`src/hdl/bgtrim_pkg.sv`:
```
// Shared types and codes for the background trim bounding box block.
// Used by the controller, the datapath and the top level.
package bgtrim_pkg;

	localparam int DEF_MAX_WIDTH  = 256;
	localparam int DEF_MAX_HEIGHT = 256;

	localparam int CFG_W     = 9;
	localparam int CFG_IDX_W = 1;

	localparam logic [CFG_IDX_W-1:0] CFG_IDX_WIDTH  = 1'd0;
	localparam logic [CFG_IDX_W-1:0] CFG_IDX_HEIGHT = 1'd1;

	localparam logic [CFG_W-1:0] CFG_SIZE_RESET = 9'd256;

	localparam logic CMD_WRITE = 1'b0;
	localparam logic CMD_QUERY = 1'b1;

	typedef struct packed {
		logic               cmd;
		logic signed [15:0] pix_x;
		logic signed [15:0] pix_y;
		logic [31:0]        pixel_value;
		logic signed [15:0] rect_left;
		logic signed [15:0] rect_top;
		logic signed [15:0] rect_right;
		logic signed [15:0] rect_bottom;
		logic [31:0]        avoid_color;
	} req_t;

	typedef struct packed {
		logic [7:0] out_left;
		logic [7:0] out_top;
		logic [7:0] out_right;
		logic [7:0] out_bottom;
		logic       all_background;
	} rsp_t;

	// scan position updates
	typedef logic [3:0] pos_op_t;
	localparam pos_op_t POS_HOLD      = 4'd0;
	localparam pos_op_t POS_START_TL  = 4'd1;
	localparam pos_op_t POS_START_BL  = 4'd2;
	localparam pos_op_t POS_START_TR  = 4'd3;
	localparam pos_op_t POS_STEP_X    = 4'd4;
	localparam pos_op_t POS_STEP_Y    = 4'd5;
	localparam pos_op_t POS_ROW_DOWN  = 4'd6;
	localparam pos_op_t POS_ROW_UP    = 4'd7;
	localparam pos_op_t POS_COL_RIGHT = 4'd8;
	localparam pos_op_t POS_COL_LEFT  = 4'd9;

	// rectangle side updates
	typedef logic [2:0] side_op_t;
	localparam side_op_t SIDE_NONE  = 3'd0;
	localparam side_op_t SIDE_T_SET = 3'd1;
	localparam side_op_t SIDE_L_INC = 3'd2;
	localparam side_op_t SIDE_B_DEC = 3'd3;
	localparam side_op_t SIDE_R_DEC = 3'd4;
	localparam side_op_t SIDE_FLAG  = 3'd5;

	typedef struct packed {
		logic     load;
		logic     wr_en;
		pos_op_t  pos;
		side_op_t side;
		logic     out_load;
	} ctl_cmd_t;

	typedef struct packed {
		logic inverted;
		logic match;
		logic x_eq_r;
		logic y_eq_b;
		logic xp1_eq_r;
		logic ym1_eq_t;
		logic xm1_eq_l;
		logic l_lt_r;
		logic t_lt_b;
		logic out_full;
	} dp_sts_t;

endpackage

```
`src/hdl/bgtrim_ctrl.sv`:
```
// Controller state machine for the background trim block: sequences the
// four trim phases. Depends on bgtrim_pkg for command and status structs.
module bgtrim_ctrl (
	input  logic                clk,
	input  logic                arst_n,
	input  logic                req_valid,
	input  logic                req_cmd,
	output logic                req_ready,
	input  bgtrim_pkg::dp_sts_t sts,
	output bgtrim_pkg::ctl_cmd_t cmd
);

	localparam logic [3:0] S_IDLE       = 4'd0;
	localparam logic [3:0] S_TOP_CHK    = 4'd1;
	localparam logic [3:0] S_TOP_SCAN   = 4'd2;
	localparam logic [3:0] S_LEFT_CHK   = 4'd3;
	localparam logic [3:0] S_LEFT_SCAN  = 4'd4;
	localparam logic [3:0] S_BOT_CHK    = 4'd5;
	localparam logic [3:0] S_BOT_SCAN   = 4'd6;
	localparam logic [3:0] S_RIGHT_CHK  = 4'd7;
	localparam logic [3:0] S_RIGHT_SCAN = 4'd8;
	localparam logic [3:0] S_OUT        = 4'd9;

	logic [3:0] state_q;
	logic [3:0] state_d;

	assign req_ready = (state_q == S_IDLE);

	always_comb begin
		state_d      = state_q;
		cmd.load     = 1'b0;
		cmd.wr_en    = 1'b0;
		cmd.pos      = bgtrim_pkg::POS_HOLD;
		cmd.side     = bgtrim_pkg::SIDE_NONE;
		cmd.out_load = 1'b0;
		case (state_q)
			S_IDLE: begin
				if (req_valid) begin
					if (req_cmd == bgtrim_pkg::CMD_QUERY) begin
						cmd.load = 1'b1;
						state_d  = S_TOP_CHK;
					end else begin
						cmd.wr_en = 1'b1;
					end
				end
			end
			S_TOP_CHK: begin
				if (sts.inverted) begin
					cmd.side = bgtrim_pkg::SIDE_FLAG;
					state_d  = S_OUT;
				end else begin
					cmd.pos = bgtrim_pkg::POS_START_TL;
					state_d = S_TOP_SCAN;
				end
			end
			S_TOP_SCAN: begin
				if (!sts.match) begin
					cmd.side = bgtrim_pkg::SIDE_T_SET;
					state_d  = S_LEFT_CHK;
				end else if (!sts.x_eq_r) begin
					cmd.pos = bgtrim_pkg::POS_STEP_X;
				end else if (!sts.y_eq_b) begin
					cmd.pos = bgtrim_pkg::POS_ROW_DOWN;
				end else begin
					// whole rectangle is background
					cmd.side = bgtrim_pkg::SIDE_FLAG;
					state_d  = S_OUT;
				end
			end
			S_LEFT_CHK: begin
				if (sts.l_lt_r) begin
					cmd.pos = bgtrim_pkg::POS_START_TL;
					state_d = S_LEFT_SCAN;
				end else begin
					state_d = S_BOT_CHK;
				end
			end
			S_LEFT_SCAN: begin
				if (!sts.match) begin
					state_d = S_BOT_CHK;
				end else if (!sts.y_eq_b) begin
					cmd.pos = bgtrim_pkg::POS_STEP_Y;
				end else begin
					cmd.side = bgtrim_pkg::SIDE_L_INC;
					if (sts.xp1_eq_r) begin
						state_d = S_BOT_CHK;
					end else begin
						cmd.pos = bgtrim_pkg::POS_COL_RIGHT;
					end
				end
			end
			S_BOT_CHK: begin
				if (sts.t_lt_b) begin
					cmd.pos = bgtrim_pkg::POS_START_BL;
					state_d = S_BOT_SCAN;
				end else begin
					state_d = S_RIGHT_CHK;
				end
			end
			S_BOT_SCAN: begin
				if (!sts.match) begin
					state_d = S_RIGHT_CHK;
				end else if (!sts.x_eq_r) begin
					cmd.pos = bgtrim_pkg::POS_STEP_X;
				end else begin
					cmd.side = bgtrim_pkg::SIDE_B_DEC;
					if (sts.ym1_eq_t) begin
						state_d = S_RIGHT_CHK;
					end else begin
						cmd.pos = bgtrim_pkg::POS_ROW_UP;
					end
				end
			end
			S_RIGHT_CHK: begin
				if (sts.l_lt_r) begin
					cmd.pos = bgtrim_pkg::POS_START_TR;
					state_d = S_RIGHT_SCAN;
				end else begin
					state_d = S_OUT;
				end
			end
			S_RIGHT_SCAN: begin
				if (!sts.match) begin
					state_d = S_OUT;
				end else if (!sts.y_eq_b) begin
					cmd.pos = bgtrim_pkg::POS_STEP_Y;
				end else begin
					cmd.side = bgtrim_pkg::SIDE_R_DEC;
					if (sts.xm1_eq_l) begin
						state_d = S_OUT;
					end else begin
						cmd.pos = bgtrim_pkg::POS_COL_LEFT;
					end
				end
			end
			S_OUT: begin
				if (!sts.out_full) begin
					cmd.out_load = 1'b1;
					state_d      = S_IDLE;
				end
			end
			default: begin
				state_d = S_IDLE;
			end
		endcase
	end

	always_ff @(posedge clk or negedge arst_n) begin
		if (!arst_n) begin
			state_q <= S_IDLE;
		end else begin
			state_q <= state_d;
		end
	end

	a_query_starts: assert property (@(posedge clk) disable iff (!arst_n)
		req_valid && req_ready && req_cmd == bgtrim_pkg::CMD_QUERY |=> state_q == S_TOP_CHK)
		else $error("query beat did not start a trim");

	a_write_stays_idle: assert property (@(posedge clk) disable iff (!arst_n)
		req_valid && req_ready && req_cmd == bgtrim_pkg::CMD_WRITE |=> state_q == S_IDLE)
		else $error("pixel write left idle");

	a_out_returns_idle: assert property (@(posedge clk) disable iff (!arst_n)
		state_q == S_OUT && !sts.out_full |=> state_q == S_IDLE)
		else $error("result not handed off");

	a_right_done: assert property (@(posedge clk) disable iff (!arst_n)
		state_q == S_RIGHT_SCAN && !sts.match |=> state_q == S_OUT)
		else $error("right scan did not finish on content");

endmodule

```
`config.mk`:
```
export PLATFORM = sky130hd
export DESIGN_NAME = bgtrim_ctrl
export DESIGN_NICKNAME = d
export VERILOG_FILES = /design/src/hdl/bgtrim_pkg.sv /design/src/hdl/bgtrim_ctrl.sv
export SDC_FILE = /design/constraint.sdc
export NUM_CORES = 1
export LEC_CHECK = 0
export ABC_AREA = 1
export BUFFER_PORTS_ARGS = -buffer_cell sky130_fd_sc_hd__clkbuf_2
export CAP_MARGIN = 20
export CORE_MARGIN = 1.5
export CORE_UTILIZATION = 51
export DETAILED_ROUTE_END_ITERATION = 16
export MAX_ROUTING_LAYER = met4
export PLACE_DENSITY = 0.83
export SLEW_MARGIN = 5
export SYNTH_ARGS = -nofsm -noshare
export SYNTH_HDL_FRONTEND = slang
export SYNTH_SLANG_ARGS = --single-unit
```
`constraint.sdc`:
```
create_clock -name clk -period 3.1 [get_ports clk]
set_input_delay 0.155 -clock clk [delete_from_list [all_inputs] [get_ports clk]]
set_output_delay 0.155 -clock clk [all_outputs]
set_load 0.1 [all_outputs]
```
==> impl_results.md <==
- P&R area growth vs syn: 26.04%
- Main area contributors after synthesis: nand2_1 (18%), dfrtp_1 (15%), nand3_1 (11%)
- Power Total: 931.6 uW
- Crit path from: state_q[1]
- Worst slew pin tran: about 0.54 ns
- Post-Layout Cell Count: 158
- Worst hold path class: in -> reg
- Initial antenna violation count: 0
- Final cell utilization of the core: 0.7229
- Clock sink count: 4
- Seq cells post-synth: 4
- Dpl hpwl: 1552 microns
- Fin crit share: 0.6833
- Wirelength per Cell: 11.74 microns
- CP Class: reg -> out
- Synth top area share: 0.1811
- Seq. cell area: 100.1 sq um
- Reg2reg end: state_q[1]
- Post-synthesis area per instance: around 5.7 sq um
- Post-Syn Area: 663.1 sq um
- # H-tree levels: 1
- Setup crit end kind: output port
- R2R setup slack: 1.63 ns
- Die Y: 39.06 microns
- Vias: 854
- Clk_skew: 0.003592 ns
- Most common cell in the netlist: nand2_1
- Worst EP required: 2.94 ns
- Post-synth EDFFs: 0
- Residual DRC: 0
- Fin crit period: 2.118 ns
- PwrDens: 1115 nW/um^2
- Fraction of registers with async set/reset: 1.000
- Register area share after synthesis: 0.1509
- Regs by FF count: state_q: 4 flops
- Fillcell total: 111
- Final Max Slew Viols: 0
- Rows: 12
- Max reg flops: 4
- Max_cap viols: 0
- Ports: 25
- Final Hold Viols: 0
- Critical path destination: cmd[5]
- Worst Path Max Fanout: 9
- Top reg by flops: state_q
- Outcome: finished, final reports clean
- Rel. slew slack: 0.6393
- DR iter-0 viols: 23
- RSZ-0062 raised after global routing: false
- Distinct cells, synth: 19
- Post-DP Area: 803.3 sq um
- Startpoint types: register
- Ant diodes: 0
- Commonest cells post-synth: nand2_1 (32), nor2_1 (17), nand3_1 (14)
- Chip width: 39.06 microns
- Clock Path Buffers: 2
- Drt total wl: 1855 microns
- Antenna Nets Post-Route: 0
- Peak Freq: roughly 470 MHz
- First-pass GRT wire length: 2918 microns
- Hold_buf cts: 1
- R2R cell count: 9
- Core area: between 1000 and 1500 sq um
- Final net count: 160
- Vias in the first global route: 732
- GP Congestion: 0.9291
- Setup Fix Bufs, Post-CTS: 0
- Largest net degree at the start of global routing: 10
- Layout cells sized above 1: 0.3889
- Syn Nets: 131
- CTS Root Cell: clkbuf_4
- Dominant synthesized flop cell: dfrtp_1
- Placed insts: 154
- Final instance area: 835.8 sq um
- Leak: 0.0004649 uW
- Area of the multi-input gates: between 500 and 600 sq um
- Resized cells post-CTS: 0
- Clock transition at the registers of the reported paths: 0.04 ns
- Post-Synthesis Cells: around 120
- Crit path DAT: 1.96 ns
- CTS tree: done
- Peak supply drop: 0.9372 mV
- Count of final setup violators: 0
- Initial cell density of the core: 0.5736
- Yosys warns: 0
- Die area: 1526 sq um
- Buffers on Ports: 24
- Clock Latency Late Sink: around 0.23 ns
- Vias/cell: 5.405
- R2R Path Start: state_q[1]
- Area leader, netlist: nand2_1
- GRT overflow: 0
- Initial DRT Pass Iterations: 4
- CTS Buf Count: 3
- GRT Total Usage: 0.2795
==> metrics by stage <==
stage	hold slack (ns)	TNS (ns)	worst slack, ns
floorplan	-0.1406	-0.007399	-0.007399
global placement	-0.03755	0	1.313
detailed placement	-0.03545	0	1.273
CTS	0.2080	0	1.018
global route	0.2352	0	0.9235
finish	0.2258	0	0.9816
==> worst min path at each step <==
stage / slack, ns / from / cells past startpoint / end
4_1_cts: 0.21 / sts[0] / 3 / state_q[0]
3_3_place_gp: -0.04 / arst_n / 1 / state_q[3]
5_1_grt: 0.24 / sts[0] / 3 / state_q[0]
2_1_floorplan: -0.14 / arst_n / 0 / state_q[0]
3_5_place_dp: -0.04 / arst_n / 1 / state_q[3]
6_report: 0.23 / sts[0] / 3 / state_q[0]
==> critical path, cell delays in order, from the launching register on <==
cell and delay [ns]:
dfrtp_1 0.54, nand3_1 0.19, nor3_2 0.14, inv_1 0.08, or2_1 0.23, nand4_1 0.09, clkbuf_2 0.46
==> area by class of cell <==
class,instances,area share
clock buffer,3,0.02695
inverter,14,0.06287
multi-input combinational,98,0.6138
sequential,4,0.1198
tap,14,0.02096
timing repair buffer,25,0.1557
==> cells by family after synthesis <==
kind of cell | count (synthesis) | synth area share
buf+inv | 15 | 0.09057
compound gates | 5 | 0.04717
simple gates | 93 | 0.7113
flops | 4 | 0.1509
==> routing by layer <==
metal  track usage  vias to the layer above  share of wire
met5             -                        -              0
met4       0.09483                        0          0.010
met3             0                        4          0.052
met2        0.4583                       41           0.46
met1        0.3707                      373           0.48
li1              -                      436              -
==> cells in the final DEF, fill, tap and decap left out <==
cell and n:
clkbuf_2 24, o221ai_1 1, nor3_2 4, o31ai_1 1, nand3_1 14, or2_1 1, nand2_1 32, nand3_2 1
nor3_1 3, inv_2 5, nor2_1 15, clkbuf_4 3, dfrtp_1 4, nand2_4 1, inv_1 9, o21ai_0 3
dlygate4sd3_1 1, nand4_1 4, nand2_2 7, nor2_4 3, nor2_2 8
==> power breakdown <==
part           internal, uW  total (uW)  switching [uW]
logic                   158         750             592
clock network          43.3        64.9            21.5
registers              74.3         117            42.9
total                   275         932             656
Power figures use the tool's default switching activity.
